[config.mk]
export PLATFORM = sky130hd
export DESIGN_NAME = nec_ir_frame_transmitter
export DESIGN_NICKNAME = d
export VERILOG_FILES = /design/src/sv/necir_pkg.sv /design/src/sv/nec_ir_frame_transmitter.sv
export SDC_FILE = /design/constraint.sdc
export NUM_CORES = 1
export LEC_CHECK = 0
export ABC_CLOCK_PERIOD_IN_PS = 4200
export BUFFER_PORTS_ARGS = -buffer_cell sky130_fd_sc_hd__buf_2
export CAP_MARGIN = 20
export CORE_ASPECT_RATIO = 1.2
export CORE_MARGIN = 5
export CORE_UTILIZATION = 45
export DETAILED_ROUTE_END_ITERATION = 8
export GPL_ROUTABILITY_DRIVEN = 0
export PLACE_DENSITY = 0.67
export SLEW_MARGIN = 30
export SYNTH_ARGS = -nofsm -noshare
export SYNTH_HDL_FRONTEND = slang
export SYNTH_SLANG_ARGS = --single-unit
[constraint.sdc]
create_clock -name clock -period 4.2 [get_ports clock]
set_clock_uncertainty 0.1 [all_clocks]
set_input_delay 0.63 -clock clock [delete_from_list [all_inputs] [get_ports clock]]
set_output_delay 0.63 -clock clock [all_outputs]
set_load 0.05 [all_outputs]
[src/sv/necir_pkg.sv]
// ----------------------------------------------------------------------------
// necir_pkg
// Shared opcodes and segment timing constants for the IR envelope transmitter.
// ----------------------------------------------------------------------------
package necir_pkg;

   typedef enum logic [2:0] {
      OP_TICK     = 3'd0,
      OP_SEND_STD = 3'd1,
      OP_SEND_EXT = 3'd2,
      OP_SEND_RAW = 3'd3,
      OP_ABORT    = 3'd4
   } opcode_type;

   // segment lengths in units T
   localparam logic [4:0] HDR_BURST      = 5'd16;
   localparam logic [4:0] BIT_BURST      = 5'd1;
   localparam logic [7:0] HDR_PERIOD     = 8'd24;
   localparam logic [7:0] RPT_PERIOD     = 8'd20;
   localparam logic [7:0] STOP_PERIOD    = 8'd72;
   localparam logic [7:0] RPT_GAP_PERIOD = 8'd172;
   localparam logic [7:0] ZERO_PERIOD    = 8'd2;
   localparam logic [7:0] ONE_PERIOD     = 8'd4;

   // data bits plus the stop segment
   localparam logic [5:0] FRAME_BITS_PLUS_ONE = 6'd33;

   localparam logic [15:0] UNIT_TICKS_RESET = 16'd1;

endpackage

[src/sv/nec_ir_frame_transmitter.sv]
// ----------------------------------------------------------------------------
// nec_ir_frame_transmitter
// Envelope generator for NEC style IR frames driven by tick/send/abort beats.
// ----------------------------------------------------------------------------
// Takes one request beat per clock and returns one response beat for each
// from the response register, which is loaded on acceptance. Every beat is
// handled in a single pass of compare/update logic on the timing state, so a
// tick beat may arrive every cycle; the request side only stalls when the
// response register is full and not being drained. For a tick beat, ir_level
// and busy_res show the level held during that tick; for other beats they
// show the state after the beat acted. One unit T lasts csr_unit_ticks ticks
// (zero acts as one); it may change mid-frame, and a value at or below the
// running tick count ends the unit on the next tick.
// ----------------------------------------------------------------------------
module nec_ir_frame_transmitter (
   input  logic        clock,
   input  logic        reset,
   input  logic        req_valid,
   output logic        req_ready,
   input  logic [2:0]  req_opcode,
   input  logic [15:0] req_address,
   input  logic [7:0]  req_command,
   input  logic [31:0] req_raw_code,
   input  logic        req_repeat_req,
   output logic        rsp_valid,
   input  logic        rsp_ready,
   output logic        rsp_ir_level,
   output logic        rsp_busy_res,
   output logic        rsp_accepted,
   input  logic        csr_valid,
   output logic        csr_ready,
   input  logic [15:0] csr_unit_ticks
);

   logic [15:0] unit_ticks_ff;
   logic [15:0] tick_count_ff,     tick_count_in;
   logic [7:0]  unit_position_ff,  unit_position_in;
   logic [4:0]  burst_length_ff,   burst_length_in;
   logic [7:0]  segment_length_ff, segment_length_in;
   logic [4:0]  next_burst_ff,     next_burst_in;
   logic [7:0]  next_segment_ff,   next_segment_in;
   logic [31:0] shift_code_ff,     shift_code_in;
   logic [5:0]  bits_left_ff,      bits_left_in;
   logic        repeat_enabled_ff, repeat_enabled_in;
   logic        repeat_phase_ff,   repeat_phase_in;
   logic        running_ff,        running_in;

   logic        rsp_valid_ff;
   logic        ir_level_ff,  ir_level_in;
   logic        busy_res_ff,  busy_res_in;
   logic        accepted_ff,  accepted_in;

   logic        req_fire;
   logic [15:0] limit;
   logic [15:0] tick_inc;
   logic [31:0] frame;
   logic [7:0]  addr8;

   assign req_ready = !rsp_valid_ff || rsp_ready;
   assign req_fire  = req_valid && req_ready;
   assign csr_ready = 1'b1;

   assign limit    = (unit_ticks_ff == 16'd0) ? 16'd1 : unit_ticks_ff;
   assign tick_inc = tick_count_ff + 16'd1;
   assign addr8    = req_address[7:0];

   always_comb begin
      case (req_opcode)
         necir_pkg::OP_SEND_STD: frame = {~req_command, req_command, ~addr8, addr8};
         necir_pkg::OP_SEND_EXT: frame = {~req_command, req_command, req_address};
         default:                frame = req_raw_code;
      endcase
   end

   always_comb begin
      tick_count_in     = tick_count_ff;
      unit_position_in  = unit_position_ff;
      burst_length_in   = burst_length_ff;
      segment_length_in = segment_length_ff;
      next_burst_in     = next_burst_ff;
      next_segment_in   = next_segment_ff;
      shift_code_in     = shift_code_ff;
      bits_left_in      = bits_left_ff;
      repeat_enabled_in = repeat_enabled_ff;
      repeat_phase_in   = repeat_phase_ff;
      running_in        = running_ff;
      accepted_in       = 1'b0;

      case (req_opcode)
         necir_pkg::OP_TICK: begin
            if (running_ff) begin
               if (tick_inc != 16'd0 && tick_inc < limit) begin
                  tick_count_in = tick_inc;
               end else begin
                  tick_count_in    = 16'd0;
                  unit_position_in = unit_position_ff + 8'd1;
                  // end of burst: pick the following segment
                  if (unit_position_in == {3'd0, burst_length_ff}) begin
                     if (bits_left_ff != 6'd0) begin
                        bits_left_in  = bits_left_ff - 6'd1;
                        next_burst_in = necir_pkg::BIT_BURST;
                        if (bits_left_in != 6'd0) begin
                           next_segment_in = shift_code_ff[0] ? necir_pkg::ONE_PERIOD
                                                              : necir_pkg::ZERO_PERIOD;
                           shift_code_in   = {1'b0, shift_code_ff[31:1]};
                        end else begin
                           next_segment_in = necir_pkg::STOP_PERIOD;
                        end
                     end else if (repeat_enabled_ff) begin
                        repeat_phase_in = !repeat_phase_ff;
                        if (repeat_phase_in) begin
                           next_burst_in   = necir_pkg::HDR_BURST;
                           next_segment_in = necir_pkg::RPT_PERIOD;
                        end else begin
                           next_burst_in   = necir_pkg::BIT_BURST;
                           next_segment_in = necir_pkg::RPT_GAP_PERIOD;
                        end
                     end else begin
                        running_in = 1'b0;
                     end
                  end
                  if (running_in && unit_position_in >= segment_length_ff) begin
                     unit_position_in  = 8'd0;
                     burst_length_in   = next_burst_in;
                     segment_length_in = next_segment_in;
                  end
               end
            end
         end
         necir_pkg::OP_SEND_STD,
         necir_pkg::OP_SEND_EXT,
         necir_pkg::OP_SEND_RAW: begin
            if (!running_ff) begin
               tick_count_in     = 16'd0;
               unit_position_in  = 8'd0;
               burst_length_in   = necir_pkg::HDR_BURST;
               segment_length_in = necir_pkg::HDR_PERIOD;
               next_burst_in     = necir_pkg::HDR_BURST;
               next_segment_in   = necir_pkg::HDR_PERIOD;
               shift_code_in     = frame;
               bits_left_in      = necir_pkg::FRAME_BITS_PLUS_ONE;
               repeat_enabled_in = req_repeat_req;
               repeat_phase_in   = 1'b0;
               running_in        = 1'b1;
               accepted_in       = 1'b1;
            end
         end
         necir_pkg::OP_ABORT: begin
            // no further bits or repeats are picked; idles at the next burst end
            bits_left_in      = 6'd0;
            repeat_enabled_in = 1'b0;
            repeat_phase_in   = 1'b0;
         end
         default: ;
      endcase

      // going idle puts timing back to header lengths
      if (!running_in) begin
         tick_count_in     = 16'd0;
         unit_position_in  = 8'd0;
         burst_length_in   = necir_pkg::HDR_BURST;
         segment_length_in = necir_pkg::HDR_PERIOD;
         next_burst_in     = necir_pkg::HDR_BURST;
         next_segment_in   = necir_pkg::HDR_PERIOD;
         bits_left_in      = 6'd0;
         repeat_enabled_in = 1'b0;
         repeat_phase_in   = 1'b0;
      end

      if (req_opcode == necir_pkg::OP_TICK) begin
         ir_level_in = running_ff && (unit_position_ff < {3'd0, burst_length_ff});
         busy_res_in = running_ff;
      end else begin
         ir_level_in = running_in && (unit_position_in < {3'd0, burst_length_in});
         busy_res_in = running_in;
      end
   end

   always_ff @(posedge clock) begin
      if (reset) begin
         unit_ticks_ff     <= necir_pkg::UNIT_TICKS_RESET;
         tick_count_ff     <= 16'd0;
         unit_position_ff  <= 8'd0;
         burst_length_ff   <= necir_pkg::HDR_BURST;
         segment_length_ff <= necir_pkg::HDR_PERIOD;
         next_burst_ff     <= necir_pkg::HDR_BURST;
         next_segment_ff   <= necir_pkg::HDR_PERIOD;
         shift_code_ff     <= 32'd0;
         bits_left_ff      <= 6'd0;
         repeat_enabled_ff <= 1'b0;
         repeat_phase_ff   <= 1'b0;
         running_ff        <= 1'b0;
         rsp_valid_ff      <= 1'b0;
      end else begin
         if (csr_valid) begin
            unit_ticks_ff <= csr_unit_ticks;
         end
         if (req_fire) begin
            tick_count_ff     <= tick_count_in;
            unit_position_ff  <= unit_position_in;
            burst_length_ff   <= burst_length_in;
            segment_length_ff <= segment_length_in;
            next_burst_ff     <= next_burst_in;
            next_segment_ff   <= next_segment_in;
            shift_code_ff     <= shift_code_in;
            bits_left_ff      <= bits_left_in;
            repeat_enabled_ff <= repeat_enabled_in;
            repeat_phase_ff   <= repeat_phase_in;
            running_ff        <= running_in;
            rsp_valid_ff      <= 1'b1;
         end else if (rsp_ready) begin
            rsp_valid_ff <= 1'b0;
         end
      end
   end

   // response payload, no reset needed
   always_ff @(posedge clock) begin
      if (req_fire) begin
         ir_level_ff <= ir_level_in;
         busy_res_ff <= busy_res_in;
         accepted_ff <= accepted_in;
      end
   end

   assign rsp_valid    = rsp_valid_ff;
   assign rsp_ir_level = ir_level_ff;
   assign rsp_busy_res = busy_res_ff;
   assign rsp_accepted = accepted_ff;

endmodule

==> flow_metrics.py, run 1 <==
metrics = {
    "timing": {
        "hold_viol": 0,
        "drv_slew": 0,
        "clock.fmax_mhz": 245,
        "post-route-min-period_ns": 4.07,
        "setup_viol": 0,
        "fin_crit_sh_pct": 97.0,
        "whs_ns": 0.352,
        "relSlewSlack_pct": 43.7,
        "fin_setup_tns_ns": 0,
        "tightest_slew_ns": 0.843,
        "rsz0062_at_grt": "true",
    },
    "synth": {
        "yosys-top-cells-area": "dfxtp_1 30%, a21oi_1 6.5%, ha_1 6.3%, nor2_1 5.1%, mux2i_1 4.6%",
        "synth_cell_type_count": 80,
        "synth_xor_area_share_pct": 4.07,
        "synth-seq-cells": 111,
        "yosysMostFrequentCell": "dfxtp_1",
        "syn_area_per_cell_um2": 7.84,
        "synth_area_mm2": 0.00716,
        "synthAdderAreaFrac_pct": 6.29,
        "synth_compound_area_share_pct": 23.8,
        "synth-edff-count": 3,
        "syn_inst": 913,
        "yosys.area.top_type": "dfxtp_1",
        "synthMuxAreaShare_pct": 6.03,
        "synth-simple-area-share_pct": 22.2,
        "ys.warnings.count": 0,
        "netlist_top_cells_count": "108 x dfxtp_1, 97 x nor2_1, 93 x a21oi_1",
        "synth_nets": 1030,
        "seq_area_frac_synth_pct": 31.5,
        "synth_top_family_by_area": "compound AO/OA/AOI/OAI gates",
        "ys.flop_type": "dfxtp_1",
        "synth-async-reset-ratio_pct": 0,
        "yosys.area.top_type_share_pct": 30.2,
    },
    "detailed_routing": {
        "drtIter0Drc": 407,
        "viasPerCell": 5.75,
        "vias": 6986,
        "routed_wl_um": 19400,
        "dr.pass1.iters": 5,
        "ant_nets": 0,
        "wl_per_cell_um": 16.0,
        "drc": 0,
    },
    "final_layout": {
        "layout.cells.non_filler": 1214,
        "fin_nets": 1118,
        "drive_gt1_share_pct": 20.9,
        "antenna_cells": 0,
        "area_growth_pct": 17.5,
    },
    "setup_path": {
        "end_kind": "register",
        "worstPathRequired_ns": 4.30,
        "crit_chain": "and4_1 -> nand4_1 -> xnor2_1 -> inv_1 -> ha_1 -> a2111oi_0 -> nand2b_1 -> a21oi_1 -> or2_2 -> nand3_1 -> nand2b_1 -> o31ai_1 -> ha_1 -> a21oi_1 -> nand4_1 -> o21ai_1",
        "cp_slowest_cell": "a2111oi_0",
        "cp-start-kind": "register",
        "cpPeakStageDelay_ns": 0.51,
        "cp_max_fo": 6,
        "worstPathArrival_ns": 4.18,
        "r2r_slack_ns": 0.13,
        "path_class": "register to register",
    },
    "die": {
        "start_util_pct": 45.8,
        "die_area_mm2": 0.0185,
        "placementRows": 50,
        "die_w_um": 125,
        "io_pins": 87,
        "die_h_um": 148,
        "core-area_mm2": 0.0156,
    },
    "power": {
        "power_frac_seq_pct": 46.0,
        "combinationalPowerShare_pct": 15.3,
        "power_uw": 2400,
        "p_sw_uw": 694,
        "peakVddDrop_v": 0.000173,
        "p_int_uw": 1710,
        "pwr-share-clk_pct": 38.7,
        "pwr_density_cell_mw_per_mm2": 286,
        "p_sw_share_pct": 28.9,
        "leakagePower_uw": 0.00334,
    },
    "grt": {
        "grtUsageTotal_pct": 20.7,
        "grt_pass1_vias": 6635,
        "grt_pass1_wl_um": 32400,
        "antenna_found_initial": 0,
        "gr-total-overflow": 0,
        "grt_max_degree": 93,
    },
    "place": {
        "io_buffers": 85,
        "hpwl_um": 14300,
        "dp_cells": 1197,
    },
    "clock_network": {
        "cts_sinks": 111,
        "worstSkewPairLatency_ns": 0.36,
        "cts-root-buf": "clkbuf_16",
        "clk_pin_slew_ns": 0.07,
        "cts_tree": "done",
        "cts_hold_buf": 0,
        "htree_levels": 3,
        "clockBufferDepth": 2,
        "cts_buffers": 9,
    },
    "outcome": {
        "outcome": "finished clean",
    },
    "job": {
        "timing.max_cap.violations": 0,
    },
    "worst_hold_path": {
        "hp-class": "register to register",
    },
}
==> through the flow <==
step	util (%)	setup slack [ns]	instance area [µm²]
floorplan	-	0.0435	7180
global placement	51.3	0.196	8020
detailed placement	51.3	0.0748	8020
CTS	53.4	0.0229	8340
global route	53.8	-0.0948	8410
finish	53.8	0.126	8410
==> per-layer routing <==
metal  wire [µm]  track usage [%]  part of all wire, %  vias up
li1            -                -                    -     3490
met1        8800             26.9                   45     3249
met2        9140             34.9                   47      212
met3        1000             4.09                  5.2       35
met4         422             6.29                  2.2        0
met5           0                0                    0        -
==> cell usage in the layout (no fill, tap or decap), drive strengths merged, types with 5 or more instances in the layout <==
master / netlist / routed
mux2: 9 / 9
nor2: 100 / 100
clkbuf: 42 / 9
buf: 25 / 144
nor4: 8 / 8
nor2b: 6 / 6
and4: 5 / 5
o21a: 7 / 7
or3: 9 / 9
a21o: 13 / 13
o221ai: 23 / 23
a31oi: 8 / 8
ha: 36 / 36
nand2: 84 / 84
dfxtp: 108 / 108
and3: 5 / 5
nand4: 19 / 19
xnor2: 21 / 21
a21oi: 93 / 93
nand3: 31 / 31
inv: 41 / 45
nand2b: 10 / 10
a211oi: 13 / 13
xor2: 7 / 7
o31ai: 6 / 6
o21ai: 41 / 41
a22oi: 22 / 22
nor3: 29 / 29
mux2i: 33 / 33
==> state kept, by name, summed over array words and instances, names as in the netlist <==
register,cells
tick_count_ff,16
repeat_phase_ff,1
burst_length_ff,5
rsp_busy_res,1
rsp_accepted,1
bits_left_ff,6
shift_code_ff,32
rsp_valid,1
running_ff,1
next_segment_ff,8
rsp_ir_level,1
unit_position_ff,8
repeat_enabled_ff,1
unit_ticks_ff,16
next_burst_ff,5
segment_length_ff,8
==> path summary, 6_finish.rpt <==
path	startpoint	end	cells past startpoint
hold reg to reg	shift_code_ff[16]	shift_code_ff[16]	2
setup reg to reg	unit_position_ff[3]	rsp_ir_level	16
hold / removal	shift_code_ff[16]	shift_code_ff[16]	2
setup / recovery	unit_position_ff[3]	rsp_ir_level	16
==> power by group through the flow <==
stage	Combinational (µW)	Sequential [µW]	Clock, µW
CTS	366	1100	950
floorplan	232	1130	0
detailed placement	364	1130	0
global route	410	1110	994
global placement	362	1130	0
finish	369	1100	930
==> cells by family after synthesis <==
group,after synthesis
buffers and inverters,109
XOR/XNOR,30
flip-flops,111
AND/OR/NAND/NOR,325
adder cells (fa/ha/maj),36
AO/OA/AOI/OAI,259
multiplexers,42
other,1
==> final cells by class <==
| class | instances | area, µm² |
|---|---|---|
| clock buffer | 9 | 225 |
| clock inverter | 7 | 97.6 |
| fill | 1499 | 7230 |
| inverter | 42 | 158 |
| multi-input combinational | 693 | 4540 |
| sequential | 111 | 2260 |
| tap | 208 | 260 |
| timing repair buffer | 144 | 872 |
==> worst max-delay path: cells and delay by family (launching register included) <==
kind	cells	cell delay, ns
AOI/OAI and AO/OA	5	1.31
xor gates and xnor gates	1	0.23
adders and majority gates	2	0.51
buffers and inverters	1	0.09
DFF	1	0.45
and+or+nand+nor	7	1.24
==> what timing repair did <==
item / in CTS / in global routing
resized for setup: 0 / 17
endpoints found under the setup margin: 0 / 1
setup buffers: 0 / 1
(Power assumes the default switching activity.)
==> inputs of run 2 (changes only) <==
Settings changed: CORE_UTILIZATION 45 to 55, CTS_BUF_LIST set to sky130_fd_sc_hd__clkbuf_8, PLACE_DENSITY 0.67 to 0.79, SLEW_MARGIN 30 to 20.
==> flow_metrics.py, run 2 (synthesis results as in run 1) <==
metrics = {
    "setup_path": {
        "worstPathRequired_ns": 4.35,
        "end_kind": "register",
        "path_class": "register to register",
        "worstPathArrival_ns": 4.26,
        "cp-start-kind": "register",
        "cpPeakStageDelay_ns": 0.52,
        "cp_slowest_cell": "or4b_4",
        "cpMostUsedCell": "ha_1",
        "crit_chain": "ha_1 -> nand4_1 -> or4b_4 -> xnor2_1 -> ha_1 -> nand4_1 -> o21ai_2 -> a21o_1 -> nor2_4 -> or4_1 -> a21o_1 -> a21boi_2 -> ha_1 -> o21a_1 -> o211ai_1 -> a31oi_1 -> o21ai_1",
        "cp_max_fo": 6,
    },
    "die": {
        "die_area_mm2": 0.0154,
        "io_pins": 87,
        "start_util_pct": 56.3,
        "die_w_um": 114,
        "core-area_mm2": 0.0127,
        "placementRows": 45,
        "die_h_um": 135,
    },
    "place": {
        "hpwl_um": 13900,
        "io_buffers": 85,
        "dp_cells": 1143,
    },
    "final_layout": {
        "layout_common_cells": "100 x dfxtp_1, 94 x nor2_1, 91 x a21oi_1, 85 x buf_2, 83 x nand2_1",
        "area_growth_pct": 14.3,
        "largest_reg_flops": 32,
        "final_common_cell": "dfxtp_1",
        "layout.cells.non_filler": 1162,
        "fin_nets": 1110,
        "top_regs": "shift_code_ff (32), tick_count_ff (16), unit_ticks_ff (16)",
        "drive_gt1_share_pct": 20.5,
        "top_register": "shift_code_ff",
        "antenna_cells": 0,
    },
    "detailed_routing": {
        "drtIter0Drc": 495,
        "viasPerCell": 6.02,
        "drc": 0,
        "dr.pass1.iters": 5,
        "ant_nets": 0,
        "routed_wl_um": 18900,
        "wl_per_cell_um": 16.2,
        "vias": 7001,
    },
    "timing": {
        "tightest_slew_ns": 1.00,
        "setup_viol": 0,
        "fin_setup_tns_ns": 0,
        "rsz0062_at_grt": "true",
        "post-route-min-period_ns": 4.11,
        "relSlewSlack_pct": 33.2,
        "fin_crit_sh_pct": 97.9,
        "hold_viol": 0,
        "drv_slew": 0,
        "clock.fmax_mhz": 243,
    },
    "outcome": {
        "outcome": "finished clean",
    },
    "clock_network": {
        "cts_hold_buf": 0,
        "cts_sinks": 111,
        "clockBufferDepth": 2,
        "cts-root-buf": "clkbuf_8",
        "cts_buffers": 9,
        "htree_levels": 3,
        "cts_tree": "done",
        "clk_pin_slew_ns": 0.11,
        "worstSkewPairLatency_ns": 0.39,
    },
    "grt": {
        "gr-total-overflow": 0,
        "grt_max_degree": 93,
        "antenna_found_initial": 0,
        "grt_pass1_wl_um": 31300,
        "grtUsageTotal_pct": 24.4,
        "grt_pass1_vias": 6584,
    },
    "worst_hold_path": {
        "hp-class": "register to register",
    },
    "power": {
        "pwr_density_cell_mw_per_mm2": 257,
        "peakVddDrop_v": 0.000150,
        "leakagePower_uw": 0.00324,
    },
    "job": {
        "timing.max_cap.violations": 0,
    },
}
==> run 2: cell type report <==
class / instances / area (µm²)
Clock buffer: 9 / 124
Multi-Input combinational cell: 693 / 4550
Inverter: 42 / 158
Timing Repair Buffer: 136 / 808
Fill cell: 1111 / 4540
Clock inverter: 7 / 65.1
Sequential cell: 111 / 2270
Tap cell: 164 / 205
==> run 2: critical path: cells and delay by family, from the launching register on <==
kind,cells,cell delay (ns)
AO/OA/AOI/OAI,8,1.22
AND/OR/NAND/NOR,5,1.42
XOR/XNOR,1,0.15
adder cells (fa/ha/maj),3,0.72
flip-flops,1,0.38
==> run 2: repair_timing <==
| action | CTS | global route |
|---|---|---|
| endpoints found under the setup margin | 1 | 1 |
| gates resized for setup | 3 | 22 |
| cloned | 0 | 0 |
| setup buffers | 0 | 3 |
| pin swaps | 0 | 7 |
==> run 2: path summary, 6_finish.rpt <==
kind                     start                 to  slack (ns)  cells past startpoint
max           tick_count_ff[1]       rsp_ir_level        0.09                     17
min          shift_code_ff[22]  shift_code_ff[22]        0.36                      2
max reg2reg   tick_count_ff[1]       rsp_ir_level        0.09                     17
min reg2reg  shift_code_ff[22]  shift_code_ff[22]        0.36                      2
==> run 2: report_power, final <==
part | internal [µW] | total, µW | leakage, µW | switching [µW]
sequential | 1080 | 1110 | 0.000910 | 23.3
combinational | 139 | 365 | 0.00223 | 225
clock | 230 | 632 | 0.0000938 | 402
total | 1450 | 2100 | 0.00324 | 651
==> run 2: per-layer routing <==
metal  vias up  GRT usage, %  routed length (µm)
li1       3462             -                   -
met1      3231          32.2                8200
met2       252          39.5                8940
met3        56          4.21                1130
met4         0          9.57                 586
met5         -             0                   0
==> run 2: metrics by stage <==
step	instance area, µm²	setup WS [ns]	total power (µW)	hold WS, ns	utilization [%]
after CTS	8090	0.0123	2110	0.360	63.6
after floorplan	7180	0.0435	1370	0.327	-
after global routing	8180	-0.145	2200	0.368	64.3
final	8180	0.0869	2100	0.359	64.3
after global placement	7890	0.142	1480	0.336	62.0
after detailed placement	7890	-0.0198	1490	0.343	62.0
==> inputs of run 3 (changes only) <==
Settings changed: ABC_AREA set to 1.
==> flow_metrics.py, run 3 <==
metrics = {
    "setup_path": {
        "cp-start-kind": "register",
        "cp_slowest_cell": "dfxtp_1",
        "worstPathArrival_ns": 4.00,
        "path_class": "register to register",
        "end_kind": "register",
        "critical_path.top_delay_family": "simple AND/OR/NAND/NOR gates",
        "cpPeakStageDelay_ns": 0.41,
        "crit_buf_inv": 3,
        "worstPathRequired_ns": 4.37,
        "cp_max_fo": 18,
        "cpMostUsedCell": "nand2_1",
    },
    "grt": {
        "use_met2_pct": 38.9,
        "grt_use_met3_pct": 3.99,
        "grtUsageMet1_pct": 29.1,
        "grt_pass1_wl_um": 28900,
        "antenna_found_initial": 0,
        "grt_pass1_vias": 6274,
        "gr-total-overflow": 0,
        "busiest_layer": "met2",
        "grt_max_degree": 59,
        "grtUsageTotal_pct": 23.2,
    },
    "synth": {
        "synth-simple-area-share_pct": 22.2,
        "yosys.area.top_type": "dfxtp_1",
        "synthMuxAreaShare_pct": 0,
        "synth-seq-cells": 111,
        "synth_nets": 1074,
        "netlist_top_cells_count": "177 x nand2_1, 119 x inv_1, 108 x dfxtp_1",
        "synth-async-reset-ratio_pct": 0,
        "syn_inst": 957,
        "syn_area_per_cell_um2": 7.14,
        "synth_xor_area_share_pct": 1.90,
        "synth_top_family_by_area": "compound AO/OA/AOI/OAI gates",
        "synth_compound_area_share_pct": 26.3,
        "yosys-top-cells-area": "dfxtp_1 32%, nand2_1 9.7%, ha_1 6.6%, inv_1 6.5%, o21ai_0 6.1%",
        "seq_area_frac_synth_pct": 32.9,
        "synth_area_mm2": 0.00684,
        "yosys.area.top_type_share_pct": 31.6,
        "ys.flop_type": "dfxtp_1",
        "yosysMostFrequentCell": "nand2_1",
        "ys.warnings.count": 0,
        "synthAdderAreaFrac_pct": 6.59,
        "synth_cell_type_count": 54,
        "synth-edff-count": 3,
    },
    "final_layout": {
        "area_growth_pct": 11.4,
        "final_common_cell": "nand2_1",
        "antenna_cells": 0,
        "nFillCells": 1148,
        "utilization_pct": 62.6,
        "top_regs": "shift_code_ff (32), tick_count_ff (16), unit_ticks_ff (16)",
        "fin_nets": 1142,
        "top_register": "shift_code_ff",
        "drive_gt1_share_pct": 18.9,
        "layout_common_cells": "177 x nand2_1, 118 x inv_1, 104 x dfxtp_1, 85 x buf_2, 84 x o21ai_0",
        "largest_reg_flops": 32,
        "layout.cells.non_filler": 1191,
    },
    "clock_network": {
        "cts_sinks": 111,
        "cts_hold_buf": 0,
        "clk_pin_slew_ns": 0.11,
        "cts_tree": "done",
        "post_cts_buffers": 0,
        "htree_levels": 3,
        "clockBufferDepth": 2,
        "worstSkewPairLatency_ns": 0.40,
        "cts-root-buf": "clkbuf_8",
        "cts_buffers": 9,
    },
    "detailed_routing": {
        "wl_per_cell_um": 14.4,
        "ant_nets": 0,
        "dr.pass1.iters": 7,
        "drtIter0Drc": 451,
        "vias": 6700,
        "drc": 0,
        "viasPerCell": 5.63,
        "routed_wl_um": 17200,
    },
    "place": {
        "hpwl_um": 12600,
        "io_buffers": 85,
        "dp_worst_setup_slack_ns": 0.261,
        "dp_cells": 1175,
    },
    "power": {
        "pwr-share-clk_pct": 30.0,
        "p_sw_share_pct": 31.7,
        "p_sw_uw": 731,
        "pwr_density_cell_mw_per_mm2": 303,
        "power_frac_seq_pct": 50.3,
        "leakagePower_uw": 0.00342,
        "p_int_uw": 1580,
        "peakVddDrop_v": 0.000206,
        "combinationalPowerShare_pct": 19.7,
    },
    "job": {
        "timing.max_cap.violations": 0,
    },
    "timing": {
        "setup_viol": 0,
        "hold_viol": 0,
        "clock.fmax_mhz": 261,
        "setup_slack_ns": 0.366,
        "whs_ns": 0.341,
        "rsz0062_at_grt": "false",
        "fin_crit_sh_pct": 91.3,
        "drv_slew": 0,
        "post-route-min-period_ns": 3.83,
        "relSlewSlack_pct": 48.3,
        "fin_setup_tns_ns": 0,
        "tightest_slew_ns": 0.775,
    },
    "worst_hold_path": {
        "hp-class": "primary input to register",
    },
    "die": {
        "die_area_mm2": 0.0148,
        "die_h_um": 132,
        "placementRows": 44,
        "start_util_pct": 56.2,
        "io_pins": 87,
        "core-area_mm2": 0.0122,
        "die_w_um": 112,
    },
    "outcome": {
        "outcome": "finished clean",
    },
}
==> run 3: cell types whose count changed after synthesis, sizes merged, moves of 17 or more <==
cell and change:
nand2 +109, inv +91, o21ai +54, mux2i -33
o221ai -22, o211ai +21, clkbuf -17, nor2 -17
xnor2 -17
==> run 3: cell families (layout without fill, tap and decap cells) <==
| kind of cell | count (synthesis) | in the layout |
|---|---|---|
| adder cells (fa/ha/maj) | 36 | 36 |
| AO/OA/AOI/OAI | 288 | 288 |
| flip-flops | 111 | 111 |
| other | 1 | 1 |
| buffers and inverters | 172 | 245 |
| AND/OR/NAND/NOR | 335 | 335 |
| XOR/XNOR | 14 | 14 |
==> run 3: worst paths after layout <==
check / to / cells after the start / slack (ns) / startpoint
setup / recovery: rsp_ir_level / 26 / 0.37 / tick_count_ff[2]
hold / removal: unit_ticks_ff[0] / 2 / 0.34 / csr_valid
setup reg to reg: rsp_ir_level / 26 / 0.37 / tick_count_ff[2]
hold reg to reg: next_segment_ff[0] / 2 / 0.35 / next_segment_ff[0]
==> run 3: area by class of cell <==
cell class,count,area (µm²),share of cell area [%]
clock buffers,10,138,1.81
clock inverters,6,68.8,0.904
inverters,133,499,6.55
multi-input cells,674,3930,51.6
flip-flops and latches,111,2260,29.6
well taps,161,201,2.64
repair buffers,96,520,6.83
==> run 3: through the flow <==
stage	total power (µW)	cell area, µm²
after floorplan	1500	6840
after global placement	1620	7380
after detailed placement	1630	7380
after CTS	2310	7580
after global routing	2420	7620
final	2310	7620
==> run 3: worst register-to-register path: cells and delay by family (launching register included) <==
family,cells,cell delay [ns]
AOI/OAI and AO/OA,5,0.81
adders and majority gates,2,0.60
buffers and inverters,3,0.28
DFF,1,0.41
and+or+nand+nor,16,1.53
==> run 3: what timing repair did <==
action,4_1_cts,5_1_grt
resized for setup,0,10
hold endpoints to repair,0,0
endpoints found under the setup margin,0,1
==> run 3: power groups by stage <==
stage                     Clock (µW)  Combinational (µW)  Sequential, µW
after floorplan                    0                 318            1180
after global placement             0                 442            1180
after detailed placement           0                 447            1180
after CTS                        700                 451            1160
after global routing             741                 514            1170
final                            692                 455            1160
==> run 3: per-layer routing <==
layer | part of all wire, % | vias up | wire (µm)
li1 | - | 3380 | -
met1 | 44 | 3078 | 7560
met2 | 48 | 191 | 8160
met3 | 4.8 | 51 | 821
met4 | 3.7 | 0 | 635
met5 | 0 | - | 0
